--- src/design/pfn_ram.sv ---
`timescale 1ns / 1ps
// ----------------------------------------------------------------------------
// pfn_ram
// Generic single-port synchronous RAM with registered read data.
// ----------------------------------------------------------------------------
module pfn_ram #(
  parameter int WIDTH = 8,
  parameter int DEPTH = 16
) (
  input  logic                     clk,
  input  logic                     en,
  input  logic                     we,
  input  logic [$clog2(DEPTH)-1:0] addr,
  input  logic [WIDTH-1:0]         wdata,
  output logic [WIDTH-1:0]         rdata
);

  logic [WIDTH-1:0] mem [DEPTH];

  always_ff @(posedge clk) begin
    if (en) begin
      if (we) begin
        mem[addr] <= wdata;
      end else begin
        rdata <= mem[addr];
      end
    end
  end

endmodule

--- config.mk ---
export PLATFORM = sky130hd
export DESIGN_NAME = pfn_ram
export DESIGN_NICKNAME = d
export VERILOG_FILES = /design/src/design/pfn_ram.sv
export SDC_FILE = /design/constraint.sdc
export NUM_CORES = 1
export LEC_CHECK = 0
export BUFFER_PORTS_ARGS = -buffer_cell sky130_fd_sc_hd__buf_2
export CELL_PAD_IN_SITES_DETAIL_PLACEMENT = 1
export CELL_PAD_IN_SITES_GLOBAL_PLACEMENT = 2
export CORE_MARGIN = 5
export CORE_UTILIZATION = 34
export CTS_CLUSTER_DIAMETER = 100
export CTS_CLUSTER_SIZE = 12
export DETAILED_ROUTE_END_ITERATION = 7
export PLACE_DENSITY_LB_ADDON = 0.1
export SYNTH_ARGS = -nofsm -noshare
export SYNTH_HDL_FRONTEND = slang
export SYNTH_SLANG_ARGS = --single-unit
export TNS_END_PERCENT = 30
--- constraint.sdc ---
create_clock -name clk -period 2.1 [get_ports clk]
set_clock_uncertainty 0.15 [all_clocks]
set_input_delay 0 -clock clk [delete_from_list [all_inputs] [get_ports clk]]
set_output_delay 0 -clock clk [all_outputs]
set_load 0.01 [all_outputs]
==> qor.yml, run 1 <==
logic_synthesis:
  syn-cell-area_um2: 5240
  ys_seq_area_frac: 0.780
  synthXorXnorAreaFrac: 0
  synth-simple-area-share: 0.0332
  synthMuxAreaShare: 0.149
  synth_warnings: 0
  ys_ff_latch: 136
  synth_fp_nets: 249
  synth_fa_ha_area_frac: 0
  avgSynthCellArea_um2: 22.4
  synth_top_family_by_area: "multiplexers"
  syn_inst: 234
  synth_cell_types: 18
  synth_compound_area_frac: 0.0229
cells_and_area:
  drive_gt1_frac: 0.294
  syn_to_final_growth_pct: 21.9
  instances_no_fill: 497
  nets: 311
  ff_latch_area_um2: 4080
  fillers: 1440
  multi_input_area_um2: 1070
  final_util: 0.421
  antennaDiodeCount: 0
grt:
  grt-ovfl-total: 0
  antenna_found_initial: 0
  grt_max_degree: 25
  grt_pass1_wl_um: 18000
  grt.total_usage: 0.144
  grt_pass1_vias: 2806
worst_setup_path:
  crit_cells: 3
  worstSetupStartpointType: "flop"
  cpMaxStageDelayCell: "mux4_1"
  crit_path_cell_trace: "mux4_1, a22oi_1, nand2_1"
  cpPeakStageDelay_ns: 0.50
  cp-end-kind: "flop"
  reg2reg_depth: 3
  arrival_ns: 1.66
  worst-path-buf-inv: 0
  crit_path_max_fanout: 1
  critical_path_required_ns: 2.11
  critical_path_class: "flop to flop"
  critical-path-top-delay-family: "multiplexers"
die:
  initial_core_util: 0.346
  dieArea_um2: 18000
  die_width_um: 134
  ioPinCount: 23
  core_um2: 15100
  num_rows: 45
  die_y_um: 134
routing:
  detail_route.wl_per_cell_um: 23.7
  drtAntennaViolNets: 0
  dr_total_vias: 2534
  via_per_inst: 5.10
  routed_wirelength_um: 11800
  drc_errors: 0
  first_iter_violations: 157
  firstDrtPassIters: 4
timing:
  slew_headroom: 0.435
  fmax_ghz: 0.606
  final-hold-violation-count: 0
  tns_ns: 0
  tightest_slew_ns: 0.844
  rsz0062_at_grt: "no"
  drv_slew: 0
  fin_crit_ns: 1.65
  period_share: 0.786
  setup_viol: 0
power_and_ir_drop:
  p_leak_nw: 2.14
  p_per_area_nw_per_um2: 961
  peakVddDrop_mv: 0.656
clock_tree:
  cts_root_buffer: "clkbuf_16"
  cts_num_sinks: 136
  cts_setup_buffers: 0
  htreeDepth: 4
  cts_resized: 0
  cts_tree: "yes"
  clk_latency_ns: 0.42
  clk_path_buf_depth: 2
  cts_buffers: 17
  cts.clk_slew.worst_paths_ns: 0.06
placement:
  portBuffers: 22
  dp_cells: 456
  gp_congestion: 0.652
  hpwl_um: 7680
worst_hold_path:
  worstHoldPathType: "primary input to flop"
  hold_depth: 3
job:
  drv_cap: 0
status:
  outcome: "finished, final reports clean"
[report_power, final]
group | switching [mW] | internal [mW]
sequential | 0.00929 | 3.03
combinational | 0.161 | 0.123
clock | 1.09 | 1.73
total | 1.26 | 4.88
[cell usage in the layout (no fill, tap or decap), types with 2 or more instances in the layout]
cell type / netlist / final
nand2b_1: 2 / 2
clkinv_4: 0 / 2
nor2_1: 13 / 13
edfxtp_1: 136 / 136
buf_12: 0 / 3
clkinv_1: 0 / 3
buf_4: 0 / 22
clkinv_2: 0 / 3
nor3_1: 4 / 4
nand2_1: 10 / 10
clkinvlp_4: 0 / 4
dlygate4sd3_1: 0 / 9
a22oi_1: 16 / 16
buf_2: 3 / 22
bufinv_16: 0 / 2
mux4_1: 16 / 16
nor2b_1: 3 / 3
clkbuf_16: 0 / 17
mux4_2: 16 / 16
nand4b_1: 2 / 2
[path summary, 6_finish.rpt]
check | from | endpoint | slack (ns)
worst max-delay path | mem[1][7]$_DFFE_PP_ | rdata[7]$_DFFE_PP_ | 0.45
worst min-delay path | en | rdata[3]$_DFFE_PP_ | 0.03
worst max register to register | mem[1][7]$_DFFE_PP_ | rdata[7]$_DFFE_PP_ | 0.45
worst min register to register | mem[8][5]$_DFFE_PP_ | rdata[5]$_DFFE_PP_ | 0.60
[synth_stat cells]
library cell / count / area [um2]
edfxtp_1: 136 / 4080
a22oi_1: 16 / 120
mux4_1: 16 / 420
mux4_2: 16 / 360
nor2_1: 13 / 48.8
nand2_1: 10 / 37.5
clkbuf_1: 5 / 18.8
nor3_1: 4 / 20.0
buf_2: 3 / 15.0
nor2b_1: 3 / 18.8
buf_1: 2 / 7.51
buf_6: 2 / 22.5
nand2b_1: 2 / 12.5
nand4b_1: 2 / 17.5
and2_1: 1 / 6.26
buf_8: 1 / 15.0
nand4_1: 1 / 6.26
or3_1: 1 / 6.26
[worst reg2reg max path, stage by stage (launching register included)]
cell and delay [ns]:
edfxtp_1 0.36, mux4_1 0.50, a22oi_1 0.29, nand2_1 0.09
[sequential cells by signal, indices dropped and copies added (netlist names)]
signal / flops
mem: 128
rdata: 8
[layout make-up]
class,instances,share of cell area
sequential,136,0.640
multi-input combinational,85,0.168
clock buffer,18,0.0672
timing repair buffer,56,0.0667
tap,188,0.0369
clock inverter,14,0.0210
[cell families after synthesis]
group           count (synthesis)
flops                         136
simple gates                   37
mux                            32
compound gates                 16
buf+inv                        13
[metrics by stage]
| stage | cell area, um2 | worst slack [ns] | hold WS, ns | total power, mW |
|---|---|---|---|---|
| 4_1_cts | 6380 | 0.403 | 0.0288 | 6.22 |
| 5_1_grt | 6380 | 0.367 | 0.0426 | 6.38 |
| 3_5_place_dp | 5730 | 0.273 | 0.269 | 3.38 |
| 3_3_place_gp | 5730 | 0.279 | 0.262 | 3.37 |
| 2_1_floorplan | 5240 | 0.228 | -0.0511 | 3.24 |
| 6_report | 6380 | 0.450 | 0.0348 | 6.13 |
[what timing repair did]
action / 4_1_cts / 5_1_grt
endpoints found under the hold margin: 136 / 0
hold buffers: 9 / 0
endpoints found under the setup margin: 0 / 0
[layer usage]
layer / GRT usage / share of wire
met5: 0 / 0
met4: 0.0543 / 0.017
met2: 0.222 / 0.48
met1: 0.192 / 0.46
met3: 0.0461 / 0.041
(Power assumes the default switching activity.)
==> run 2: changes to the inputs <==
==> constraint.sdc (replaced) <==
create_clock -name clk -period 1.35 [get_ports clk]
set_clock_uncertainty 0.15 [all_clocks]
set_input_delay 0 -clock clk [delete_from_list [all_inputs] [get_ports clk]]
set_output_delay 0 -clock clk [all_outputs]
set_load 0.01 [all_outputs]
==> run 2 against run 1 <==
Against the previous run:
- global-route usage fell by 0.57 points
- cell count rose by 3.2%
- first-iteration DRC count rose by 25%
- sequential power rose by 56%
- the flow now finishes with violations (setup timing)
- count of clock-buffer cells in the layout did not move
- wire length fell by 4.2%
- flip-flop and latch count did not move
- largest power group unchanged
- final area rose by 5.0%
==> qor.yml, run 2 (synthesized netlist as in run 1, its figures left out) <==
timing:
  drv_slew: 0
  slew_headroom: 0.452
  tns_ns: -1.62
  rsz0062_at_grt: "yes"
  fin_ws_ns: -0.240
  fmax_ghz: 0.629
  final-hold-violation-count: 0
  tightest_slew_ns: 0.820
  fin_crit_ns: 1.59
  setup_viol: 8
  period_share: 1.18
routing:
  drc_errors: 0
  first_iter_violations: 197
  dr_total_vias: 2540
  firstDrtPassIters: 4
  routed_wirelength_um: 11300
  via_per_inst: 4.95
  detail_route.wl_per_cell_um: 22.0
  drtAntennaViolNets: 0
die:
  core_um2: 15100
  ioPinCount: 23
  die_y_um: 134
  dieArea_um2: 18000
  die_width_um: 134
  num_rows: 45
  initial_core_util: 0.346
cells_and_area:
  reg.largest.list: "mem x128, rdata x8"
  drive_gt1_frac: 0.431
  final_util: 0.443
  largest_reg_flops: 128
  final_area_um2: 6700
  layout_common_cells: "136 x edfxtp_1, 30 x buf_4, 27 x mux4_2"
  final_common_cell: "edfxtp_1"
  instances_no_fill: 513
  antennaDiodeCount: 0
  regMostFlops: "mem"
  nets: 328
  syn_to_final_growth_pct: 28.0
grt:
  grt_pass1_vias: 2772
  grt-ovfl-total: 0
  grt.total_usage: 0.138
  antenna_found_initial: 0
  grt_pass1_wl_um: 17600
  grt_max_degree: 19
worst_setup_path:
  critical-path-top-delay-family: "multiplexers"
  crit_path_max_fanout: 1
  worstSetupStartpointType: "flop"
  reg2reg_depth: 3
  cpPeakStageDelay_ns: 0.51
  arrival_ns: 1.60
  ff2ff_setup_slack_ns: -0.24
  worst-path-buf-inv: 0
  timing.rr.start: "mem[10][3]$_DFFE_PP_"
  cpMaxStageDelayCell: "mux4_1"
  critical_path_class: "flop to flop"
  crit_path_cell_trace: "mux4_1, a22oi_2, nand2_1"
  worstReg2RegEnd: "rdata[3]$_DFFE_PP_"
  critical_path_required_ns: 1.36
  cp-end-kind: "flop"
job:
  drv_cap: 0
placement:
  gp_congestion: 0.713
  postPlaceCellArea_um2: 6040
  hpwl_um: 8080
  portBuffers: 22
  dp_cells: 474
worst_hold_path:
  worstHoldPathType: "primary input to flop"
  min_from: "we"
  hold_depth: 4
  min_to: "rdata[2]$_DFFE_PP_"
clock_tree:
  cts_buffers: 17
  htreeDepth: 4
  cts_tree: "yes"
  cts_setup_buffers: 0
  cts.clk_slew.worst_paths_ns: 0.06
  clk_latency_ns: 0.42
  cts_num_sinks: 136
  clk_path_buf_depth: 2
  cts_root_buffer: "clkbuf_16"
power_and_ir_drop:
  p_leak_nw: 2.25
  p_per_area_nw_per_um2: 1450
  peakVddDrop_mv: 0.786
  total_power_mw: 9.69
status:
  outcome: "complete, but fails checks"
  violations: "setup timing"
-- run 2: cell types whose count changed in the layout (fill, tap and decap cells not counted), moves of 8 or more --
| cell | delta |
|---|---|
| buf_12 | +10 |
| mux4_1 | -11 |
| mux4_2 | +11 |
| nor2_2 | +12 |
| buf_4 | +8 |
| nor2_1 | -12 |
-- run 2: report_power, final --
part           total, mW  internal [mW]  leakage (nW)  switching (mW)
sequential          4.73           4.71          1.23          0.0162
combinational      0.508          0.234         0.740           0.274
clock               4.45           2.84         0.277            1.61
-- run 2: worst max path at each step --
stage	cells after the start	startpoint	endpoint	slack (ns)
CTS	3	mem[11][0]$_DFFE_PP_	rdata[0]$_DFFE_PP_	-0.25
finish	3	mem[10][3]$_DFFE_PP_	rdata[3]$_DFFE_PP_	-0.24
detailed placement	5	addr[0]	rdata[0]$_DFFE_PP_	-0.54
floorplan	4	addr[0]	mem[0][0]$_DFFE_PP_	-0.09
global route	3	mem[11][4]$_DFFE_PP_	rdata[4]$_DFFE_PP_	-0.31
global placement	5	addr[0]	rdata[0]$_DFFE_PP_	-0.53
-- run 2: what timing repair did --
action                                  in CTS  in global routing
pin swaps                                    4                  5
hold endpoints to repair                   128                  0
endpoints found under the setup margin       8                  8
resized for setup                            7                  2
hold buffers                                 8                  0
-- run 2: per-stage QoR --
stage          setup slack, ns  hold slack, ns
6_report                -0.240          0.0491
5_1_grt                 -0.311          0.0625
2_1_floorplan          -0.0927         -0.0511
4_1_cts                 -0.255          0.0255
3_3_place_gp            -0.535           0.248
3_5_place_dp            -0.535           0.258
-- run 2: metal layers --
layer / share of wire / track usage
met5: 0 / 0
met4: 0.012 / 0.0577
met3: 0.035 / 0.0398
met2: 0.49 / 0.213
met1: 0.47 / 0.185
-- run 2: worst reg2reg max path: stages, from the launching register on --
cell and delay (ns):
edfxtp_1 0.37, mux4_1 0.51, a22oi_2 0.24, nand2_1 0.07
-- run 2: layout make-up --
cell class	instances	area, um2
Fill cell	1408	8440
Clock buffer	18	429
Clock inverter	13	136
Timing Repair Buffer	73	676
Multi-Input combinational cell	85	1140
Sequential cell	136	4080
Tap cell	188	235
==> run 3: changes to the inputs <==
--- a/config.mk
+++ b/config.mk
@@ -14,6 +14,7 @@
 export CTS_CLUSTER_SIZE = 12
 export DETAILED_ROUTE_END_ITERATION = 7
 export PLACE_DENSITY_LB_ADDON = 0.1
+export SETUP_SLACK_MARGIN = 0.2
 export SYNTH_ARGS = -nofsm -noshare
 export SYNTH_HDL_FRONTEND = slang
 export SYNTH_SLANG_ARGS = --single-unit
==> run 3 against run 2 <==
Against the previous run:
- the flow still finishes with violations (setup timing)
- wire length down 0.35%
- die area stayed put
- final area is 0.13% higher
- global-route usage rose by 0.057 points
- cell count stayed put
- first-iteration DRC count rose by 2.5%
==> qor.yml, run 3 (synthesized netlist as in run 1, its figures left out) <==
cells_and_area:
  fillers: 1411
  instances_no_fill: 513
  largest_reg_flops: 128
  final_common_cell: "edfxtp_1"
  multi_input_area_um2: 1150
  nets: 328
  syn_to_final_growth_pct: 28.2
  layout_common_cells: "136 x edfxtp_1, 31 x buf_4, 28 x mux4_2"
  regMostFlops: "mem"
  reg.largest.list: "mem x128, rdata x8"
  antennaDiodeCount: 0
  drive_gt1_frac: 0.440
  final_util: 0.443
  final_area_um2: 6710
  ff_latch_area_um2: 4080
timing:
  final-hold-violation-count: 0
  setup_viol: 8
  tightest_slew_ns: 0.871
  whs_ns: 0.0491
  fmax_ghz: 0.634
  fin_ws_ns: -0.227
  drv_slew: 0
  fin_crit_ns: 1.58
  rsz0062_at_grt: "yes"
  tns_ns: -1.53
  slew_headroom: 0.418
  period_share: 1.17
worst_hold_path:
  worstHoldPathType: "primary input to flop"
worst_setup_path:
  arrival_ns: 1.59
  critical_path_class: "flop to flop"
  critical_path_required_ns: 1.36
  cp-end-kind: "flop"
  reg2reg_depth: 3
  timing.rr.start: "mem[10][3]$_DFFE_PP_"
  crit_path_end: "rdata[3]$_DFFE_PP_"
  ff2ff_setup_slack_ns: -0.23
  worstSetupStartpointType: "flop"
  worstReg2RegEnd: "rdata[3]$_DFFE_PP_"
  cp-startpoint: "mem[10][3]$_DFFE_PP_"
  crit_path_max_fanout: 1
routing:
  via_per_inst: 4.91
  detail_route.wl_per_cell_um: 21.9
  first_iter_violations: 202
  drtAntennaViolNets: 0
  drc_errors: 0
  dr_total_vias: 2521
  routed_wirelength_um: 11300
  firstDrtPassIters: 4
clock_tree:
  cts.clk_slew.worst_paths_ns: 0.06
  cts_root_buffer: "clkbuf_16"
  cts_tree: "yes"
  htreeDepth: 4
  cts_buffers: 17
  clk_path_buf_depth: 2
  cts_setup_buffers: 0
  clk_latency_ns: 0.42
  cts_num_sinks: 136
die:
  dieArea_um2: 18000
  die_width_um: 134
  core_um2: 15100
  initial_core_util: 0.346
  ioPinCount: 23
  die_y_um: 134
  num_rows: 45
grt:
  grt_pass1_wl_um: 17700
  grt.total_usage: 0.139
  grt-ovfl-total: 0
  grt_max_degree: 19
  antenna_found_initial: 0
  grt_pass1_vias: 2779
power_and_ir_drop:
  total_power_mw: 9.70
  p_per_area_nw_per_um2: 1440
  peakVddDrop_mv: 0.788
  p_leak_nw: 2.24
placement:
  dp_cells: 474
  portBuffers: 22
  place_ws_ns: -0.535
  postPlaceCellArea_um2: 6040
  hpwl_um: 8080
  gp_congestion: 0.713
job:
  drv_cap: 0
status:
  violations: "setup timing"
  outcome: "complete, but fails checks"
-- run 3: worst max-delay path, stage by stage (launching register included) --
cell      delay [ns]
edfxtp_1        0.38
mux4_2          0.48
a22oi_2         0.25
nand2_1         0.07
-- run 3: what timing repair did --
item,in CTS,in global routing
pin swaps,7,5
resized for setup,10,3
hold buffers,8,0
setup endpoints to repair,21,13
endpoints found under the hold margin,128,0
-- run 3: layout make-up --
type / count / area share
timing repair buffer: 73 / 0.101
clock buffer: 18 / 0.0639
multi-input combinational: 85 / 0.171
clock inverter: 13 / 0.0203
sequential: 136 / 0.608
tap: 188 / 0.0350
-- run 3: worst min-delay path by stage --
stage,start,end,cells after the start
after detailed placement,wdata[6],mem[14][6]$_DFFE_PP_,1
after global routing,we,rdata[2]$_DFFE_PP_,4
after floorplan,wdata[0],mem[0][0]$_DFFE_PP_,0
after CTS,we,rdata[5]$_DFFE_PP_,4
after global placement,wdata[3],mem[13][3]$_DFFE_PP_,1
final,we,rdata[2]$_DFFE_PP_,4
-- run 3: per-layer routing --
| layer | share of wire | up-vias | global-route usage |
|---|---|---|---|
| met5 | 0 | - | 0 |
| met4 | 0.012 | 0 | 0.0577 |
| met3 | 0.035 | 10 | 0.0398 |
| met2 | 0.49 | 43 | 0.213 |
| met1 | 0.46 | 1324 | 0.186 |
| li1 | - | 1144 | - |
-- run 3: where the power goes --
part / switching, mW / total, mW / internal [mW]
Combinational: 0.275 / 0.513 / 0.238
Clock: 1.61 / 4.45 / 2.84
Sequential: 0.0166 / 4.73 / 4.71
